===== src/hdl/wra_pkg.sv =====
// ----------------------------------------------------------------------------
// wra_pkg
// shared constants, register indexes and controller/datapath interface types
// ----------------------------------------------------------------------------
`default_nettype none

package wra_pkg;

    // fixed field widths
    localparam int WLEN_BITS       = 11;
    localparam int CFG_IDX_BITS    = 1;

    // defaults for the top level parameters
    localparam int DEF_MAX_WINDOW  = 1024;
    localparam int DEF_SAMPLE_BITS = 24;

    // configuration register indexes
    localparam logic [CFG_IDX_BITS-1:0] REG_WINDOW_LENGTH = 1'b0;
    localparam logic [CFG_IDX_BITS-1:0] REG_INITIAL_VALUE = 1'b1;

    // controller to datapath commands
    typedef struct packed {
        logic restart;    // refill window, latch length and fill value
        logic capture;    // take the sample of an accepted request
        logic read;       // read the ring slot at the write position
        logic update;     // update sum, overwrite slot, advance position
        logic div_start;  // start dividing the running sum
        logic take_quot;  // move the quotient into the result register
        logic load_out;   // move the result into the output register
    } cmd_t;

    // datapath to controller status
    typedef struct packed {
        logic div_done;   // quotient ready this cycle
    } sts_t;

endpackage

`default_nettype wire


===== src/hdl/wra_ctrl.sv =====
// ----------------------------------------------------------------------------
// wra_ctrl
// sequencing state machine for restart and sample requests
// ----------------------------------------------------------------------------
`default_nettype none

module wra_ctrl (
    input  wire logic          clk,
    input  wire logic          rst_n,
    input  wire logic          s_tvalid,
    output logic               s_tready,
    input  wire logic          s_tuser,
    output logic               m_tvalid,
    input  wire logic          m_tready,
    output wra_pkg::cmd_t      cmd,
    input  wire wra_pkg::sts_t sts
);

    localparam logic [2:0] ST_IDLE   = 3'd0;
    localparam logic [2:0] ST_READ   = 3'd1;
    localparam logic [2:0] ST_UPDATE = 3'd2;
    localparam logic [2:0] ST_START  = 3'd3;
    localparam logic [2:0] ST_DIVIDE = 3'd4;
    localparam logic [2:0] ST_FINISH = 3'd5;

    logic [2:0] state_reg, state_next;
    logic       out_valid_reg, out_valid_next;
    logic       s_fire;

    assign s_tready = (state_reg == ST_IDLE);
    assign s_fire   = s_tvalid && s_tready;

    always_comb
    begin
        state_next     = state_reg;
        out_valid_next = out_valid_reg && !m_tready;
        cmd            = '0;
        unique case (state_reg)
            ST_IDLE:
            begin
                if (s_fire)
                begin
                    if (s_tuser)
                    begin
                        cmd.restart = 1'b1;
                        state_next  = ST_FINISH;
                    end
                    else
                    begin
                        cmd.capture = 1'b1;
                        state_next  = ST_READ;
                    end
                end
            end
            ST_READ:
            begin
                cmd.read   = 1'b1;
                state_next = ST_UPDATE;
            end
            ST_UPDATE:
            begin
                cmd.update = 1'b1;
                state_next = ST_START;
            end
            ST_START:
            begin
                cmd.div_start = 1'b1;
                state_next    = ST_DIVIDE;
            end
            ST_DIVIDE:
            begin
                if (sts.div_done)
                begin
                    cmd.take_quot = 1'b1;
                    state_next    = ST_FINISH;
                end
            end
            ST_FINISH:
            begin
                if (!out_valid_reg || m_tready)
                begin
                    cmd.load_out   = 1'b1;
                    out_valid_next = 1'b1;
                    state_next     = ST_IDLE;
                end
            end
            default:
            begin
                state_next = ST_IDLE;
            end
        endcase
    end

    always_ff @(posedge clk or negedge rst_n)
    begin
        if (!rst_n)
        begin
            state_reg     <= ST_IDLE;
            out_valid_reg <= 1'b0;
        end
        else
        begin
            state_reg     <= state_next;
            out_valid_reg <= out_valid_next;
        end
    end

    assign m_tvalid = out_valid_reg;

`ifndef ASSERT_OFF
    a_busy_after_accept: assert property (@(posedge clk) disable iff (!rst_n)
        s_fire |=> !s_tready)
        else $error("request accepted while previous one in progress");

    a_result_from_finish: assert property (@(posedge clk) disable iff (!rst_n)
        $rose(out_valid_reg) |-> ($past(state_reg) == ST_FINISH))
        else $error("result presented outside the finish step");
`endif

endmodule

`default_nettype wire


===== config.mk =====
export PLATFORM = sky130hd
export DESIGN_NAME = wra_ctrl
export DESIGN_NICKNAME = d
export VERILOG_FILES = /design/src/hdl/wra_pkg.sv /design/src/hdl/wra_ctrl.sv
export SDC_FILE = /design/constraint.sdc
export NUM_CORES = 1
export LEC_CHECK = 0
export BUFFER_PORTS_ARGS = -buffer_cell sky130_fd_sc_hd__buf_2
export CORE_AREA = 4 4 41 43
export DETAILED_ROUTE_END_ITERATION = 10
export DIE_AREA = 0 0 45 47
export GPL_TIMING_DRIVEN = 0
export MAX_ROUTING_LAYER = met4
export REMOVE_ABC_BUFFERS = 1
export SLEW_MARGIN = 40
export SYNTH_ARGS = -nofsm -noshare
export SYNTH_HDL_FRONTEND = slang
export SYNTH_SLANG_ARGS = --single-unit

===== constraint.sdc =====
create_clock -name clk -period 1.1 [get_ports clk]
set_input_delay 0.055 -clock clk [delete_from_list [all_inputs] [get_ports clk]]
set_output_delay 0.055 -clock clk [all_outputs]
set_load 0.01 [all_outputs]

==> results of run 1 <==
## kinds of logic after synthesis
logic type	Yosys count
flip-flops	4
AND/OR/NAND/NOR	18
AO/OA/AOI/OAI	4
## per-layer routing
metal | share of wire | GRT usage | vias up
met4 | 0 | 0.03509 | 0
met5 | 0 | - | -
li1 | - | - | 127
met3 | 0.089 | 0.04598 | 0
met1 | 0.41 | 0.06651 | 110
met2 | 0.50 | 0.1045 | 11
## layout by cell type (no fill, tap or decap), types with 2 or more instances in the layout
cell type and count:
sky130_fd_sc_hd__a21oi_1 2, sky130_fd_sc_hd__clkbuf_4 3, sky130_fd_sc_hd__dfrtp_2 3, sky130_fd_sc_hd__buf_2 13, sky130_fd_sc_hd__nor2_1 3, sky130_fd_sc_hd__nand2_1 3
## final timing paths
| path | to | slack (ps) |
|---|---|---|
| hold reg to reg | state_reg[2] | 560 |
| setup / recovery | cmd[6] | -160 |
| setup reg to reg | state_reg[2] | 80 |
| hold / removal | state_reg[0] | 120 |
| min in group asynchronous | m_tvalid | 160 |
| max in group asynchronous | state_reg[0] | 790 |
## critical path, stage by stage (launching register included)
cell and delay, ps:
sky130_fd_sc_hd__dfrtp_2 470, sky130_fd_sc_hd__nor3_4 210, sky130_fd_sc_hd__and3_1 170, sky130_fd_sc_hd__buf_2 120
## what timing repair did
item / 4_1_cts / 5_1_grt
hold buffers: 1 / 0
gates resized for setup: 7 / 1
pin swaps: 2 / 2
endpoints found under the hold margin: 4 / 0
setup endpoints to repair: 8 / 8
## final cells by class
class	instances	area, um^2	share of cell area
Sequential cell	4	103.9	0.2767
Multi-Input combinational cell	22	143.9	0.3833
Timing Repair Buffer	15	86.33	0.2300
Clock buffer	3	22.52	0.06000
Tap cell	15	18.77	0.05000
## metrics by stage
stage,utilization,setup TNS [ps],hold slack (ps),instances
after global placement,0.2413,0,-136.7,55
after floorplan,-,-95.26,-240.6,26
after global routing,0.2885,-1192,111.9,59
after detailed placement,0.2413,-0.7542,-134.8,55
final,0.2885,-634.1,116.3,59
after CTS,0.2846,-648.3,108.0,59
## power by group
| part | switching (mW) | internal [mW] | total (mW) |
|---|---|---|---|
| combinational | 0.206 | 0.242 | 0.448 |
| clock | 0.0560 | 0.122 | 0.178 |
| sequential | 0.132 | 0.224 | 0.356 |
==> flow_summary.toml, run 1 <==
[cts]
cts_root_buffer = "sky130_fd_sc_hd__clkbuf_4"
tritoncts = "built"
clock_latency_ps = 230
tritoncts.num_buffers = 3
cts_num_sinks = 4
clock_path_buffers = 2
worst_setup_hold_path_clk_slew_ps = 30
setup_buffers_after_cts = 0
cts_max_level = 1

[logic_synthesis]
synthAdderAreaFrac = 0
synth_compound_gate_area_share = 0.1000
synth.cells.most_frequent = "sky130_fd_sc_hd__dfrtp_1 (4), sky130_fd_sc_hd__nand2_1 (3), sky130_fd_sc_hd__nor2_1 (3)"
post_synth_and_or_nand_nor_area_fraction = 0.4556
main_combinational_cell_family_by_area_after_synthesis = "simple AND/OR/NAND/NOR gates"
synth_most_common_cell = "sky130_fd_sc_hd__dfrtp_1"
synth_edf_count = 0
post_syn_instances = 26
mean_syn_cell_area_um2 = 8.662
synth.mux.area_fraction = 0
synth_xor_area_frac = 0
ys.warnings.count = 0
yosys.area.top_type_share = 0.4444
netlist_top_cells_area = "sky130_fd_sc_hd__dfrtp_1 (44%), sky130_fd_sc_hd__nor2b_1 (5.6%), sky130_fd_sc_hd__nand2_1 (5.0%)"
post_synth_instance_area_um2 = 225.2
distinct_cells_synth = 16
yosysTopAreaCell = "sky130_fd_sc_hd__dfrtp_1"
ys_seq_elements = 4
synth_ff_type = "sky130_fd_sc_hd__dfrtp_1"
yosysSeqAreaShare = 0.4444
ys_async_sr_fraction = 1.000

[run]
max_cap_viol_count = 0

[global_routing]
grt_start_max_net_pins = 9
globalRouteTotalUtil = 0.06874
first_pass_grt_wire_length_um = 952
globalRouteOverflowTotal = 0
grt_pass1_vias = 242
number_of_antenna_violations_at_the_first_check_in_global_routing = 0

[drt]
ant_nets = 0
via_count = 248
residual_drc_count = 0
per_cell_via_count_in_the_routed_design = 4.203
post_drt_wl_per_cell_um = 10.68
totalWireLength_um = 630
drt-pass1-iter-count = 3
drt_first_iter_violations = 2

[timing]
finalHoldViolCount = 0
setup_ws_ps = -157.4
rsz0062_at_grt = "true"
finClkSkew_ps = 7.403
final-max-slew-violation-count = 0
max_slew.worst_pin.slew_ps = 246.1
min_period_over_period = 1.143
final_period_minus_worst_setup_slack_ps = 1257
fmax_mhz = 795.3
slew_headroom = 0.8356
setup_viol_count_final = 8

[cells_and_area]
area_growth_pct = 66.67
largest_register_ffs = 3
antenna-diode-count = 0
share_of_layout_cells_above_drive_strength_1 = 0.5455
postLayoutCellArea_um2 = 375.4
n_fill_cell = 153
fin_nets = 52

[worst_setup_path]
setup.worst_path.end_class = "output port"
worst-r2r-cell-count = 3
rr_startpoint = "state_reg[1]"
critPathMaxFanout = 8
cp-start-kind = "register"
data_required_time_of_the_worst_path_ps = 1040
startpoint = "state_reg[1]"
timing_worst_setup_path_type = "register to output port"
critical_path_arrival_ps = 1200

[placed_design]
place.gp.congestion = 0.7146
placement_setup_slack_ps = -0.7542
dpl_cell_area_um2 = 314.1
place.port_buffers = 14
hpwlAfterDp_um = 461

[floorplanning]
chipWidth_um = 45
core.rowCount = 13
floorplan.io_pins = 15
initial_cell_density_of_the_core = 0.1731
die_height_um = 47
fp.coreArea_um2 = 1301
die_outline_area_um2 = 2115

[pwr]
power_total_mw = 0.9820
ir_drop_uv = 1246
power_density_nw_per_um2 = 2616
power_leakage_nw = 0.1938

[hold_path]
min_from = "s_tvalid"
timing.hold.worst_path_depth = 3
hold_path.class = "primary input to register"

[status]
failing_checks = "negative setup slack"
run_status = "finished, violations left"
No activity file was read; power rests on OpenSTA's default activity.
==> run 2: changes to the inputs <==
Settings changed: CORE_AREA 4 4 41 43 to 2 2 39 41, DIE_AREA 0 0 45 47 to 0 0 41 43.
==> run 2 against run 1 <==
Effect of this change:
- the run still ends with negative setup slack left
- sequential cell count is the same
- clock skew shrank 4.2 ps
- final cell count grew 10%
- combinational power grew 48%
- sequential share of layout area shrank 3.8 points
- sequential power shrank 1%
- design area grew 16%
- first-iteration DRC count is the same
- non-clock buffer count grew 5
- setup slack gained 13 ps
- clock power is essentially flat
- worst hold slack gained 25 ps
==> flow_summary.toml, run 2 (same netlist as run 1, synthesis figures left out) <==
[cells_and_area]
antenna-diode-count = 0
postLayoutCellArea_um2 = 435.4
fin_nets = 57
most_frequent_standard_cell_in_the_layout_excluding_fill_and_tap_cells = "sky130_fd_sc_hd__buf_2"
largest_register_ffs = 3
final_cell_mix = "sky130_fd_sc_hd__buf_2 (12), sky130_fd_sc_hd__buf_4 (4)"
area_growth_pct = 93.33
share_of_layout_cells_above_drive_strength_1 = 0.6531

[placed_design]
hpwlAfterDp_um = 422.9
dpl_cell_area_um2 = 315.3
place.gp.congestion = 0.7304
placement_setup_slack_ps = -28.34
place.port_buffers = 14

[worst_setup_path]
cp-start-kind = "register"
timing.critical_path.slowest_cell_delay_ps = 450
critPathMaxFanout = 6
critPathBufInv = 1
worst-r2r-cell-count = 4
rr_startpoint = "state_reg[0]"
crit_path_top_delay_cell = "sky130_fd_sc_hd__dfrtp_2"
setup.worst_path.end_class = "output port"
cell_by_cell_listing_of_the_critical_path = "nor3_4, and3_1, buf_2"
r2r_end = "state_reg[2]"
timing_worst_setup_path_type = "register to output port"
critical_path.top_delay_family = "flip-flops"
ff_to_ff_setup_slack_ps = -40
critical_path_arrival_ps = 1190
data_required_time_of_the_worst_path_ps = 1040

[floorplanning]
core.rowCount = 14
die_outline_area_um2 = 1763
fp.coreArea_um2 = 1384
die_height_um = 43
floorplan.io_pins = 15
initial_cell_density_of_the_core = 0.1627
chipWidth_um = 41

[timing]
final-max-slew-violation-count = 0
final_period_minus_worst_setup_slack_ps = 1245
setup_viol_count_final = 9
slew_headroom = 0.7895
finClkSkew_ps = 3.162
min_period_over_period = 1.131
setup_ws_ps = -144.6
finalHoldWorstSlack_ps = 141.4
fmax_mhz = 803.5
rsz0062_at_grt = "true"
finalHoldViolCount = 0
max_slew.worst_pin.slew_ps = 315.1

[drt]
totalWireLength_um = 637
route.met2.wl_um = 288
ant_nets = 0
drt_first_iter_violations = 2
wl_met3_um = 57
drt-met1-wl_um = 291
route.top_layer_used = "met3"
drt-pass1-iter-count = 2
per_cell_via_count_in_the_routed_design = 4.000
residual_drc_count = 0
via_count = 260
post_drt_wl_per_cell_um = 9.800

[status]
failing_checks = "negative setup slack"
run_status = "finished, violations left"

[global_routing]
globalRouteTotalUtil = 0.08583
grt_start_max_net_pins = 9
number_of_antenna_violations_at_the_first_check_in_global_routing = 0
first_pass_grt_wire_length_um = 952
grt_pass1_vias = 229
globalRouteOverflowTotal = 0

[pwr]
power_density_nw_per_um2 = 2736
ir_drop_uv = 901.4
power_leakage_nw = 0.2237

[run]
max_cap_viol_count = 0

[cts]
worst_setup_hold_path_clk_slew_ps = 40
tritoncts.num_buffers = 3
cts_num_sinks = 4
cts_root_buffer = "sky130_fd_sc_hd__clkbuf_4"
clock_path_buffers = 2
cts_max_level = 1
tritoncts = "built"
clock_latency_ps = 230

[hold_path]
min_from = "s_tvalid"
min_delay_worst_endpoint = "state_reg[0]"
timing.hold.worst_path_depth = 3
hold_path.class = "primary input to register"
[run 2: report_power, final]
part	internal [mW]	leakage (nW)	switching, mW
registers	0.224	0.0475	0.127
logic	0.389	0.162	0.274
clock network	0.122	0.0138	0.0555
total	0.735	0.224	0.457
[run 2: how the worst max path moves through the flow]
stage	from	end	depth (start not counted)
after global placement	state_reg[0]	cmd[6]	3
final	state_reg[1]	cmd[6]	3
after detailed placement	state_reg[0]	cmd[6]	3
after CTS	state_reg[2]	cmd[6]	3
after global routing	state_reg[1]	cmd[6]	3
after floorplan	state_reg[0]	cmd[5]	3
[run 2: metal layers]
metal | vias up | track usage
li1 | 139 | -
met1 | 108 | 0.1144
met2 | 13 | 0.09375
met3 | 0 | 0.06283
met4 | 0 | 0.04000
met5 | - | -
[run 2: tightest hold or removal path, delay by kind of cell]
kind	cells	cell delay (ps)
buffers and inverters	1	110
and+or+nand+nor	1	90
AOI/OAI and AO/OA	1	80
[run 2: what timing repair did]
item | in CTS | in global routing
hold endpoints to repair | 4 | 0
hold buffers | 1 | 0
setup buffers | 2 | 3
pin swaps | 4 | 2
gates resized for setup | 8 | 5
setup endpoints to repair | 8 | 9
[run 2: cell type report]
cell class,count,area [um^2]
fillers,158,948.4
multi-input cells,22,155.1
repair buffers,20,133.9
flip-flops and latches,4,103.9
clock buffers,3,22.52
well taps,16,20.02
[run 2: per-stage QoR]
stage | util | power, mW | std cells | TNS (ps)
global placement | 0.2278 | 0.7064 | 56 | 0
finish | 0.3146 | 1.191 | 65 | -885.9
CTS | 0.2839 | 1.066 | 62 | -674.5
detailed placement | 0.2278 | 0.7178 | 56 | -28.34
floorplan | - | 0.5523 | 26 | -95.26
global route | 0.3146 | 1.308 | 65 | -1647
==> run 3: changes to the inputs <==
Clock period 1.1 ns to 1.51 ns, I/O delays scaled along.
==> run 3 against run 2 <==
Effect of this change:
- the flow now finishes without violations
- global-route usage shrank 0.41 points
- critical path depth is the same
- clock power shrank 28%
- clock-buffer cell count is the same
- die area is the same
- total power shrank 45%
- combinational power shrank 55%
- sequential share of layout area grew 4.5 points
- critical endpoint unchanged
- largest cell class unchanged
==> flow_summary.toml, run 3 (same netlist as run 1, synthesis figures left out) <==
[cells_and_area]
finish.utilization = 0.2550
most_frequent_standard_cell_in_the_layout_excluding_fill_and_tap_cells = "sky130_fd_sc_hd__buf_2"
final_cell_mix = "sky130_fd_sc_hd__buf_2 (14), sky130_fd_sc_hd__dfrtp_1 (4), sky130_fd_sc_hd__nor2_1 (3), sky130_fd_sc_hd__nand2_1 (3), sky130_fd_sc_hd__clkbuf_4 (3)"
area_growth_pct = 56.67
n_fill_cell = 158
fin_nets = 52
area.sequential_um2 = 100.1
largest_register_ffs = 3
multi_input_gate_area_um2 = 130.1
share_of_layout_cells_above_drive_strength_1 = 0.4545
antenna-diode-count = 0

[timing]
finClkSkew_ps = 2.943
min_period_over_period = 0.8747
final_period_minus_worst_setup_slack_ps = 1321
finalHoldViolCount = 0
slew_headroom = 0.8319
fmax_mhz = 757.1
post_route_setup_tns_ps = 0
finalHoldWorstSlack_ps = 159.1
rsz0062_at_grt = "false"
max_slew.worst_pin.slew_ps = 251.7
final-max-slew-violation-count = 0
setup_ws_ps = 189.1
setup_viol_count_final = 0

[floorplanning]
floorplan.io_pins = 15
die_outline_area_um2 = 1763
fp.coreArea_um2 = 1384
core.rowCount = 14
initial_cell_density_of_the_core = 0.1627
chipWidth_um = 41
die_height_um = 43

[worst_setup_path]
data_required_time_of_the_worst_path_ps = 1430
timing_worst_setup_path_type = "register to output port"
setup.worst_path.end_class = "output port"
critical_path_arrival_ps = 1250
cp-start-kind = "register"
critPathMaxFanout = 8

[status]
run_status = "finished, final reports clean"

[run]
max_cap_viol_count = 0

[drt]
post_drt_wl_per_cell_um = 9.083
residual_drc_count = 0
per_cell_via_count_in_the_routed_design = 4.017
ant_nets = 0
drt_first_iter_violations = 5
totalWireLength_um = 545
drt-pass1-iter-count = 2
via_count = 241

[global_routing]
globalRouteTotalUtil = 0.08170
number_of_antenna_violations_at_the_first_check_in_global_routing = 0
grt_start_max_net_pins = 9
grt_pass1_vias = 227
globalRouteOverflowTotal = 0
first_pass_grt_wire_length_um = 903

[pwr]
power_total_mw = 0.6573
ir_drop_uv = 521.3
power_density_nw_per_um2 = 1863
power_leakage_nw = 0.1923

[placed_design]
hpwlAfterDp_um = 422.9
place.port_buffers = 14
place.gp.congestion = 0.7304
placement_setup_slack_ps = 361.2

[cts]
tritoncts.num_buffers = 3
cts_max_level = 1
cts_num_sinks = 4
setup_buffers_after_cts = 0
worst_setup_hold_path_clk_slew_ps = 40
cts_root_buffer = "sky130_fd_sc_hd__clkbuf_4"
tritoncts = "built"
clock_latency_ps = 230
clock_path_buffers = 2

[hold_path]
hold_path.class = "primary input to register"
run 3: through the flow:
| stage | instance area (um^2) | cells |
|---|---|---|
| after floorplan | 225.2 | 26 |
| after global placement | 315.3 | 56 |
| after detailed placement | 315.3 | 56 |
| after CTS | 347.8 | 60 |
| after global routing | 352.8 | 60 |
| final | 352.8 | 60 |
run 3: timing repair:
item / 4_1_cts / 5_1_grt
endpoints found under the setup margin: 0 / 2
hold endpoints to repair: 4 / 0
hold buffers: 1 / 0
gates resized for setup: 0 / 1
run 3: worst paths after layout:
| check | startpoint | to | slack (ps) | cells past startpoint |
|---|---|---|---|---|
| hold / removal | s_tvalid | state_reg[0] | 160 | 3 |
| setup / recovery | state_reg[0] | cmd[6] | 190 | 3 |
| hold reg to reg | state_reg[1] | state_reg[2] | 630 | 1 |
| setup reg to reg | state_reg[0] | state_reg[2] | 450 | 3 |
| min in group asynchronous | rst_n | m_tvalid | 180 | 2 |
| max in group asynchronous | rst_n | state_reg[2] | 1210 | 2 |
run 3: cell type report:
type	instances	area share
multi-input combinational	22	0.3688
sequential	4	0.2837
clock buffer	3	0.06383
tap	16	0.05674
timing repair buffer	15	0.2270
run 3: where the power goes:
group,internal (mW),total [mW],switching (mW)
Sequential,0.156,0.231,0.0754
Clock,0.0886,0.128,0.0398
Combinational,0.149,0.298,0.148
Total,0.394,0.657,0.263
run 3: metal layers:
| layer | track usage | vias to the layer above | part of all wire |
|---|---|---|---|
| li1 | - | 130 | - |
| met1 | 0.1013 | 98 | 0.47 |
| met2 | 0.09375 | 13 | 0.43 |
| met3 | 0.06283 | 0 | 0.099 |
| met4 | 0.04000 | 0 | 0 |
| met5 | - | - | 0 |
run 3: worst max-delay path, stage by stage, from the launching register on:
cell,delay (ps)
sky130_fd_sc_hd__dfrtp_1,450
sky130_fd_sc_hd__nor3_2,250
sky130_fd_sc_hd__and3_1,190
sky130_fd_sc_hd__buf_2,130
